File: config.mk
export PLATFORM = sky130hd
export DESIGN_NAME = lcg64_random_generator_with_jump_core_flat
export DESIGN_NICKNAME = d
export VERILOG_FILES = /design/src/hw/rtl/lcg64_pkg.sv /design/src/hw/rtl/lcg64_in_if.sv /design/src/hw/rtl/lcg64_out_if.sv /design/src/hw/rtl/lcg64_mac.sv /design/src/hw/rtl/lcg64_random_generator_with_jump_core.sv /design/src/flat_wrapper.sv
export SDC_FILE = /design/constraint.sdc
export NUM_CORES = 2
export LEC_CHECK = 0
export ABC_CLOCK_PERIOD_IN_PS = 41500
export BUFFER_PORTS_ARGS = -buffer_cell sky130_fd_sc_hd__buf_2
export CORE_MARGIN = 2
export CORE_UTILIZATION = 52
export CTS_CLUSTER_SIZE = 30
export DETAILED_ROUTE_END_ITERATION = 12
export PLACE_DENSITY = 0.76
export RECOVER_POWER = 50
export SETUP_SLACK_MARGIN = 0.1
export SLEW_MARGIN = 20
export SYNTH_ARGS = -nofsm -noshare
export SYNTH_HDL_FRONTEND = slang
export SYNTH_HIERARCHICAL = 1
export SYNTH_SLANG_ARGS = --single-unit
export TNS_END_PERCENT = 20
File: constraint.sdc
create_clock -name clk_i -period 41.5 [get_ports clk_i]
set_input_delay 8.3 -clock clk_i [delete_from_list [all_inputs] [get_ports clk_i]]
set_output_delay 8.3 -clock clk_i [all_outputs]
set_load 0.05 [all_outputs]
File: src/hw/rtl/lcg64_pkg.sv
`timescale 1ns / 1ps

package lcg64_pkg;

  // Affine step constants: S' = S * LcgMul + LcgAdd (mod 2^64)
  localparam logic [63:0] LcgMul = 64'd1812433253;
  localparam logic [63:0] LcgAdd = 64'd123456789;

  // Seed-more mixing rotation
  localparam int unsigned RotLeft = 5;

  typedef enum logic [2:0] {
    CMD_SEED      = 3'd0,
    CMD_SEED_MORE = 3'd1,
    CMD_DRAW32    = 3'd2,
    CMD_DRAW64    = 3'd3,
    CMD_BOUNDED   = 3'd4,
    CMD_JUMP      = 3'd5
  } cmd_e;

  // Request to the shared multiply-add unit: result = a * b + c (mod 2^64)
  typedef struct packed {
    logic        start;
    logic [63:0] a;
    logic [63:0] b;
    logic [63:0] c;
  } mac_req_t;

  typedef struct packed {
    logic        done;
    logic [63:0] result;
  } mac_rsp_t;

endpackage

File: src/hw/rtl/lcg64_in_if.sv
`timescale 1ns / 1ps

interface lcg64_in_if;
  logic        valid;
  logic        ready;
  logic [2:0]  command;
  logic [31:0] seed_word;
  logic [31:0] range_limit;
  logic [63:0] jump_count;

  modport source (
    output valid, command, seed_word, range_limit, jump_count,
    input  ready
  );

  modport sink (
    input  valid, command, seed_word, range_limit, jump_count,
    output ready
  );
endinterface

File: src/hw/rtl/lcg64_out_if.sv
`timescale 1ns / 1ps

interface lcg64_out_if;
  logic        valid;
  logic        ready;
  logic [63:0] random_value;

  modport source (
    output valid, random_value,
    input  ready
  );

  modport sink (
    input  valid, random_value,
    output ready
  );
endinterface

File: src/hw/rtl/lcg64_mac.sv
`timescale 1ns / 1ps

// 64-bit multiply-add modulo 2^64 on one 32x32 multiplier, three passes.
module lcg64_mac
  import lcg64_pkg::*;
(
  input  logic     clk_i,
  input  logic     rst_ni,
  input  mac_req_t req_i,
  output mac_rsp_t rsp_o
);

  typedef enum logic [3:0] {
    PH_IDLE = 4'b0001,
    PH_LL   = 4'b0010,
    PH_LH   = 4'b0100,
    PH_HL   = 4'b1000
  } phase_e;

  phase_e      phase_q, phase_d;
  logic        done_q, done_d;
  logic [63:0] a_q, b_q, c_q, acc_q, acc_d;
  logic [31:0] mul_a, mul_b;
  logic [63:0] prod;

  // Pick the partial product for this pass
  always_comb begin
    case (phase_q)
      PH_LL:   begin mul_a = a_q[31:0];  mul_b = b_q[31:0];  end
      PH_LH:   begin mul_a = a_q[31:0];  mul_b = b_q[63:32]; end
      PH_HL:   begin mul_a = a_q[63:32]; mul_b = b_q[31:0];  end
      default: begin mul_a = '0;         mul_b = '0;         end
    endcase
  end

  assign prod = {32'd0, mul_a} * {32'd0, mul_b};

  // Accumulate; the high-half cross terms only reach the upper word
  always_comb begin
    phase_d = phase_q;
    done_d  = 1'b0;
    acc_d   = acc_q;
    case (phase_q)
      PH_IDLE: if (req_i.start) phase_d = PH_LL;
      PH_LL: begin
        acc_d   = prod + c_q;
        phase_d = PH_LH;
      end
      PH_LH: begin
        acc_d   = acc_q + {prod[31:0], 32'd0};
        phase_d = PH_HL;
      end
      PH_HL: begin
        acc_d   = acc_q + {prod[31:0], 32'd0};
        phase_d = PH_IDLE;
        done_d  = 1'b1;
      end
      default: phase_d = PH_IDLE;
    endcase
  end

  always_ff @(posedge clk_i or negedge rst_ni) begin
    if (!rst_ni) begin
      phase_q <= PH_IDLE;
      done_q  <= 1'b0;
    end else begin
      phase_q <= phase_d;
      done_q  <= done_d;
    end
  end

  // Latch operands on start; hold the accumulator between passes
  always_ff @(posedge clk_i) begin
    if (phase_q == PH_IDLE && req_i.start) begin
      a_q <= req_i.a;
      b_q <= req_i.b;
      c_q <= req_i.c;
    end
    acc_q <= acc_d;
  end

  assign rsp_o.done   = done_q;
  assign rsp_o.result = acc_q;

  a_done_after_hl: assert property (@(posedge clk_i) disable iff (!rst_ni)
    done_q |-> $past(phase_q == PH_HL))
    else $error("multiply-add done without a final pass");

  a_no_start_busy: assert property (@(posedge clk_i) disable iff (!rst_ni)
    (phase_q == PH_LL) |=> (phase_q == PH_LH))
    else $error("multiply-add pass sequence broken");

  a_done_pulse: assert property (@(posedge clk_i) disable iff (!rst_ni)
    done_q |=> !done_q)
    else $error("multiply-add done held for more than one cycle");

endmodule

File: src/hw/rtl/lcg64_random_generator_with_jump_core.sv
`timescale 1ns / 1ps

// 64-bit linear congruential generator with jump-ahead.
// Input channel in_i carries one command per transaction: seed, seed-more,
// draw32, draw64, bounded draw or jump, with seed_word, range_limit and
// jump_count alongside. Draw commands return one transaction on out_o
// (random_value, 32-bit draws zero-extended); the other commands return none.
// Every state step, bounded product and jump powering term goes through one
// shared multiply-add unit built on a single 32x32 multiplier, three passes
// per 64-bit multiply-add. Jump walks jump_count from its lowest bit, applying
// the current power to the state for each set bit and squaring the power for
// each bit below the highest set bit; a count of zero leaves the state alone.
// in_i.ready is high only while no command is in progress; one command is
// worked on at a time. A finished result sits in an output register, so the
// next command is accepted while it waits; if the receiver stalls, a later
// draw holds at its end until the register frees. Reset clears the state
// to zero and empties the output register.
module lcg64_random_generator_with_jump_core
  import lcg64_pkg::*;
(
  input  logic               clk_i,
  input  logic               rst_ni,
  lcg64_in_if.sink           in_i,
  lcg64_out_if.source        out_o
);

  typedef enum logic [6:0] {
    ST_IDLE    = 7'b0000001,
    ST_STEP    = 7'b0000010,
    ST_BOUND   = 7'b0000100,
    ST_JSTATE  = 7'b0001000,
    ST_JADD    = 7'b0010000,
    ST_JMUL    = 7'b0100000,
    ST_DELIVER = 7'b1000000
  } fsm_e;

  fsm_e        fsm_q, fsm_d;
  cmd_e        cmd_q, cmd_d, in_cmd;
  logic        issued_q, issued_d;
  logic [1:0]  steps_q, steps_d;
  logic [63:0] state_q, state_d;
  logic [31:0] seed_q, seed_d;
  logic [31:0] limit_q, limit_d;
  logic [63:0] count_q, count_d;
  logic [63:0] jmul_q, jmul_d;
  logic [63:0] jadd_q, jadd_d;
  logic [31:0] first_q, first_d;
  logic [63:0] res_q, res_d;
  logic        out_valid_q, out_valid_d;
  logic [63:0] out_data_q, out_data_d;

  logic        in_fire, need_op, out_free;
  logic [31:0] res_hi, mix_rot;
  mac_req_t    mac_req;
  mac_rsp_t    mac_rsp;

  assign in_i.ready = (fsm_q == ST_IDLE);
  assign in_fire    = in_i.valid && in_i.ready;
  assign in_cmd     = cmd_e'(in_i.command);
  assign out_free   = !out_valid_q || out_o.ready;

  assign res_hi  = mac_rsp.result[63:32];
  assign mix_rot = {res_hi[31-RotLeft:0], res_hi[31:32-RotLeft]};

  // Steer operands into the shared multiply-add unit
  always_comb begin
    mac_req.a = '0;
    mac_req.b = '0;
    mac_req.c = '0;
    need_op   = 1'b0;
    case (fsm_q)
      ST_STEP: begin
        mac_req.a = state_q;
        mac_req.b = LcgMul;
        mac_req.c = LcgAdd;
        need_op   = 1'b1;
      end
      ST_BOUND: begin
        mac_req.a = {32'd0, state_q[63:32]};
        mac_req.b = {32'd0, limit_q};
        need_op   = 1'b1;
      end
      ST_JSTATE: begin
        mac_req.a = state_q;
        mac_req.b = jmul_q;
        mac_req.c = jadd_q;
        need_op   = count_q[0];
      end
      ST_JADD: begin
        mac_req.a = jadd_q;
        mac_req.b = jmul_q;
        mac_req.c = jadd_q;
        need_op   = 1'b1;
      end
      ST_JMUL: begin
        mac_req.a = jmul_q;
        mac_req.b = jmul_q;
        need_op   = 1'b1;
      end
      default: ;
    endcase
    mac_req.start = need_op && !issued_q;
  end

  lcg64_mac u_mac (
    .clk_i  (clk_i),
    .rst_ni (rst_ni),
    .req_i  (mac_req),
    .rsp_o  (mac_rsp)
  );

  // Sequence the commands
  always_comb begin
    fsm_d    = fsm_q;
    cmd_d    = cmd_q;
    issued_d = issued_q;
    steps_d  = steps_q;
    state_d  = state_q;
    seed_d   = seed_q;
    limit_d  = limit_q;
    count_d  = count_q;
    jmul_d   = jmul_q;
    jadd_d   = jadd_q;
    first_d  = first_q;
    res_d    = res_q;

    if (mac_req.start) issued_d = 1'b1;

    case (fsm_q)
      ST_IDLE: begin
        if (in_fire) begin
          cmd_d   = in_cmd;
          seed_d  = in_i.seed_word;
          limit_d = in_i.range_limit;
          case (in_cmd)
            CMD_SEED: state_d = {32'd0, in_i.seed_word};
            CMD_SEED_MORE: begin
              steps_d = state_q[63] ? 2'd2 : 2'd1;
              fsm_d   = ST_STEP;
            end
            CMD_DRAW32, CMD_BOUNDED: begin
              steps_d = 2'd1;
              fsm_d   = ST_STEP;
            end
            CMD_DRAW64: begin
              steps_d = 2'd2;
              fsm_d   = ST_STEP;
            end
            CMD_JUMP: begin
              count_d = in_i.jump_count;
              jmul_d  = LcgMul;
              jadd_d  = LcgAdd;
              fsm_d   = ST_JSTATE;
            end
            default: ;
          endcase
        end
      end

      ST_STEP: begin
        if (mac_rsp.done) begin
          issued_d = 1'b0;
          state_d  = mac_rsp.result;
          first_d  = res_hi;
          steps_d  = steps_q - 2'd1;
          if (steps_q == 2'd1) begin
            case (cmd_q)
              CMD_SEED_MORE: begin
                state_d = {res_hi, mac_rsp.result[31:0] + (mix_rot ^ seed_q)};
                fsm_d   = ST_IDLE;
              end
              CMD_DRAW32: begin
                res_d = {32'd0, res_hi};
                fsm_d = ST_DELIVER;
              end
              CMD_DRAW64: begin
                res_d = {first_q, res_hi};
                fsm_d = ST_DELIVER;
              end
              CMD_BOUNDED: fsm_d = ST_BOUND;
              default:     fsm_d = ST_IDLE;
            endcase
          end
        end
      end

      ST_BOUND: begin
        if (mac_rsp.done) begin
          issued_d = 1'b0;
          res_d    = {32'd0, res_hi};
          fsm_d    = ST_DELIVER;
        end
      end

      // Apply the current power when its count bit is set
      ST_JSTATE: begin
        if (count_q == 64'd0) begin
          fsm_d = ST_IDLE;
        end else if (!count_q[0]) begin
          fsm_d = ST_JADD;
        end else if (mac_rsp.done) begin
          issued_d = 1'b0;
          state_d  = mac_rsp.result;
          fsm_d    = (count_q[63:1] == 63'd0) ? ST_IDLE : ST_JADD;
        end
      end

      ST_JADD: begin
        if (mac_rsp.done) begin
          issued_d = 1'b0;
          jadd_d   = mac_rsp.result;
          fsm_d    = ST_JMUL;
        end
      end

      ST_JMUL: begin
        if (mac_rsp.done) begin
          issued_d = 1'b0;
          jmul_d   = mac_rsp.result;
          count_d  = {1'b0, count_q[63:1]};
          fsm_d    = ST_JSTATE;
        end
      end

      ST_DELIVER: if (out_free) fsm_d = ST_IDLE;

      default: fsm_d = ST_IDLE;
    endcase
  end

  // Hold the result until the receiver takes it
  always_comb begin
    out_valid_d = out_valid_q && !out_o.ready;
    out_data_d  = out_data_q;
    if (fsm_q == ST_DELIVER && out_free) begin
      out_valid_d = 1'b1;
      out_data_d  = res_q;
    end
  end

  assign out_o.valid        = out_valid_q;
  assign out_o.random_value = out_data_q;

  always_ff @(posedge clk_i or negedge rst_ni) begin
    if (!rst_ni) begin
      fsm_q       <= ST_IDLE;
      issued_q    <= 1'b0;
      out_valid_q <= 1'b0;
      state_q     <= '0;
    end else begin
      fsm_q       <= fsm_d;
      issued_q    <= issued_d;
      out_valid_q <= out_valid_d;
      state_q     <= state_d;
    end
  end

  always_ff @(posedge clk_i) begin
    cmd_q      <= cmd_d;
    steps_q    <= steps_d;
    seed_q     <= seed_d;
    limit_q    <= limit_d;
    count_q    <= count_d;
    jmul_q     <= jmul_d;
    jadd_q     <= jadd_d;
    first_q    <= first_d;
    res_q      <= res_d;
    out_data_q <= out_data_d;
  end

  a_done_needs_issue: assert property (@(posedge clk_i) disable iff (!rst_ni)
    mac_rsp.done |-> issued_q)
    else $error("multiply-add result with no operation issued");

  a_idle_not_issued: assert property (@(posedge clk_i) disable iff (!rst_ni)
    in_i.ready |-> !issued_q)
    else $error("ready while an operation is outstanding");

  a_deliver_loads: assert property (@(posedge clk_i) disable iff (!rst_ni)
    (fsm_q == ST_DELIVER && out_free) |=> (out_valid_q && out_data_q == $past(res_q)))
    else $error("result not loaded into output register");

  a_step_count: assert property (@(posedge clk_i) disable iff (!rst_ni)
    (fsm_q == ST_STEP) |-> (steps_q != 2'd0))
    else $error("state step with no steps left");

endmodule
File: src/flat_wrapper.sv
// flat-port wrapper written by rule: the top's interface ports become plain ports
module lcg64_random_generator_with_jump_core_flat import lcg64_pkg::*;
  (clk_i, rst_ni, in_i_valid, in_i_command, in_i_seed_word, in_i_range_limit, in_i_jump_count, in_i_ready, out_o_valid, out_o_random_value, out_o_ready);
  lcg64_in_if in_i_i ();
  lcg64_out_if out_o_i ();
  input  logic clk_i;
  input  logic rst_ni;
  input wire logic [$bits(in_i_i.valid)-1:0] in_i_valid;
  input wire logic [$bits(in_i_i.command)-1:0] in_i_command;
  input wire logic [$bits(in_i_i.seed_word)-1:0] in_i_seed_word;
  input wire logic [$bits(in_i_i.range_limit)-1:0] in_i_range_limit;
  input wire logic [$bits(in_i_i.jump_count)-1:0] in_i_jump_count;
  output wire logic [$bits(in_i_i.ready)-1:0] in_i_ready;
  output wire logic [$bits(out_o_i.valid)-1:0] out_o_valid;
  output wire logic [$bits(out_o_i.random_value)-1:0] out_o_random_value;
  input wire logic [$bits(out_o_i.ready)-1:0] out_o_ready;
  assign in_i_i.valid = in_i_valid;
  assign in_i_i.command = in_i_command;
  assign in_i_i.seed_word = in_i_seed_word;
  assign in_i_i.range_limit = in_i_range_limit;
  assign in_i_i.jump_count = in_i_jump_count;
  assign in_i_ready = in_i_i.ready;
  assign out_o_valid = out_o_i.valid;
  assign out_o_random_value = out_o_i.random_value;
  assign out_o_i.ready = out_o_ready;
  lcg64_random_generator_with_jump_core u_core (.clk_i(clk_i), .rst_ni(rst_ni), .in_i(in_i_i), .out_o(out_o_i));
endmodule
==> flow_summary.toml <==
[outcome]
status = "complete, but fails checks"
failed_checks = "capacitance limit, slew limit"

[critical_path]
cpLargestDelayFamily = "adder cells"
cp_common_cell = "fa_1"
critical_path_class = "reg2reg"
slowest_delay_ns = 2.47
cp_num_buf_inv = 7
crit_slowest_cell = "clkbuf_1"
startpoint_type = "flop"
crit_arrival_ns = 16.95
cp_max_fo = 69
endpoint_kind = "flop"
worstPathRequired_ns = 41.89

[clock_tree]
post-cts-setup-buffers = 0
cts_max_path_buffers = 3
numCtsBuffers = 68
cts_tree = "yes"
ctsResizeCount = 0
insertion_delay_ns = 0.68
root_buffer = "clkbuf_16"
hold_buffers = 0
cts_max_level = 3
path_clk_slew_ns = 0.07
cts.sinks = 755

[drt]
drtIter0Drc = 6624
vias = 51980
detail-route-antenna-nets = 0
drc = 0
drt-total-wl_um = 225600
vias_per_cell = 6.122
firstDrtPassIters = 10
post_drt_wl_per_cell_um = 26.57

[placed_design]
placed_area_sq_um = 71650
gp_congestion = 1.009
dp_slack_ns = 28.77
dp_hpwl_um = 172100
numPortBuffers = 200

[synth]
synth_top_family_by_area = "adder cells"
syn_area_per_cell_sq_um = 10.38
seq_area_frac_synth_pct = 32.45
synth-seq-cells = 755
synth_area_leaders = "edfxtp_1 30%, fa_1 26%, ha_1 7.4%"
postSynthCellCount = 6614
synth_edf_count = 677
yosysTopAreaCellShare_pct = 29.61
synthMuxAreaShare_pct = 1.108
syn-num-nets = 8055
syn_area_sq_um = 68660
ys_types = 97
ys_async_sr_fraction_pct = 10.33
yosys.area_share.simple_pct = 13.09
yosysTopAreaCell = "edfxtp_1"
synth_xor_area_share_pct = 2.640
synth_top_flop_cell = "edfxtp_1"
synthAdderAreaFrac_pct = 33.63
synth_compound_area_share_pct = 10.00
yosysWarnings = 6

[global_routing]
use_met1_pct = 44.14
grt_max_degree = 93
globalRouteMet2Util_pct = 52.42
overflow = 0
antenna_found_initial = 13
grt_pass1_vias = 53350
grt_use_total_pct = 33.60
grt_use_met3_pct = 8.070
grt_pass1_wl_um = 337600
busiest_layer = "met2"

[final_layout]
final_util_pct = 56.24
drive_above_1_share_pct = 8.072
nets = 8114
final_cell_area_sq_um = 73840
area_growth_pct = 7.537

[timing]
setup_violations = 0
maxSlewHeadroom_pct = -205.6
rsz0062_at_grt = "no"
maxSlewViolCount = 1021
fin_crit_sh_pct = 39.90
period_minus_slack_ns = 16.56
max_slew.worst_pin.slew_ns = 4.584
fmax_mhz = 60.39
finalClockSkew_ns = 0.05293
hold_viol = 0
fin_ws_ns = 24.94
tns_ns = 0

[power_and_ir_drop]
power_density_nw_per_um2 = 24.91
peakVddDrop_v = 0.00004600
power.switching_uw = 508.1
power_frac_clock_pct = 36.0
sequentialPowerShare_pct = 50.4
swShare_pct = 27.63
p_leak_uw = 0.03206
p_int_uw = 1331
power_frac_comb_pct = 13.6

[die]
fp-row-count = 133
chipHeight_um = 367.4
core_sq_um = 131300
ios = 201
dieArea_sq_um = 135000
die-width_um = 367.4
start_util_pct = 52.30

[min_path]
hold_path_class = "reg2reg"

[job]
maxCapViolations = 17
[Yosys cell counts, types with 26 or more instances]
master / n
a21o_1: 98
inv_1: 910
edfxtp_1: 677
a22oi_1: 129
xnor2_1: 99
nand2_1: 761
o21ai_0: 145
clkbuf_1: 274
ha_1: 407
and2_1: 227
xor2_1: 108
a21oi_1: 237
nand2b_1: 30
a222oi_1: 50
a22o_1: 80
o21bai_1: 29
nand4_1: 40
or3_1: 40
buf_2: 43
fa_1: 899
nor2_1: 722
mux2_2: 64
nand3_1: 75
dfrtp_1: 76
nor4_1: 26
[path summary, 6_finish.rpt]
path | start | endpoint | slack [ns] | cells after the start
worst max-delay path | u_core/u_mac/phase_q[1] | u_core/u_mac/acc_q[57] | 24.94 | 42
worst min-delay path | u_core/res_q[34] | u_core/out_o.random_value[34] | 0.41 | 0
worst max register to register | u_core/u_mac/phase_q[1] | u_core/u_mac/acc_q[57] | 24.94 | 42
worst min register to register | u_core/res_q[34] | u_core/out_o.random_value[34] | 0.41 | 0
max in group asynchronous | rst_ni | u_core/state_q[35] | 32.68 | 2
min in group asynchronous | rst_ni | u_core/state_q[30] | 7.53 | 1
[metrics by stage]
step / instances / total power [uW] / hold slack [ns]
finish: 8490 / 1839 / 0.4122
global route: 8482 / 1897 / 0.4168
CTS: 8482 / 1839 / 0.4138
detailed placement: 8358 / 1183 / 0.4045
global placement: 8358 / 1176 / 0.4013
floorplan: 6614 / 1086 / 0.4003
[layout make-up]
type	count	area, sq um
Fill cell	11230	57460
Multi-Input combinational cell	4598	41660
Sequential cell	755	22280
Inverter	910	3416
Tap cell	1755	2196
Timing Repair Buffer	340	1931
Clock buffer	97	1871
Clock inverter	27	456.7
Antenna cell	8	20.02
[sequential cells by signal, summed over array words and instances, names as in the netlist, 3 cells and up]
signal	count
u_core/out_o.random_value	64
u_core/limit_q	32
u_core/count_q	64
u_core/u_mac/c_q	64
u_core/seed_q	32
u_core/cmd_q	3
u_core/state_q	64
u_core/u_mac/phase_q	4
u_core/fsm_q	7
u_core/u_mac/acc_q	64
u_core/u_mac/b_q	64
u_core/res_q	64
u_core/u_mac/a_q	64
u_core/first_q	32
u_core/jadd_q	64
u_core/jmul_q	64
[metal layers]
metal	vias to the layer above	part of all wire, %
met5	-	0.039
met4	12	5.7
met3	664	11
met2	3315	45
met1	26070	38
li1	21910	-
[cells by family after synthesis]
kind of cell,after synthesis
AOI/OAI and AO/OA,982
xor gates and xnor gates,207
adders and majority gates,1306
buffers and inverters,1261
DFF,755
muxes,68
and+or+nand+nor,2035
[power groups by stage]
stage                     logic, uW  registers (uW)  clock network [uW]
final                           249             927                 663
after floorplan                 163             922                   0
after global placement          237             939                   0
after global routing            268             929                 699
after CTS                       243             925                 671
after detailed placement        242             941                   0
[layout by cell type, fill, tap and decap left out, types with 117 or more instances in the layout]
cell      instances
fa_1            899
edfxtp_1        677
a21oi_1         236
buf_2           199
o21ai_0         145
and2_0          141
nand2_1         760
a22oi_1         117
ha_1            407
inv_1           910
nor2_1          718
[worst reg2reg max path, delay by kind of cell (launching register included)]
family          cells  cell delay [ns]
fa+ha+maj          10             4.64
buf+inv             7             4.57
compound gates     12             3.87
xor+xnor            2             0.46
simple gates       11             2.30
flops               1             0.44
Power figures use the tool's default switching activity.
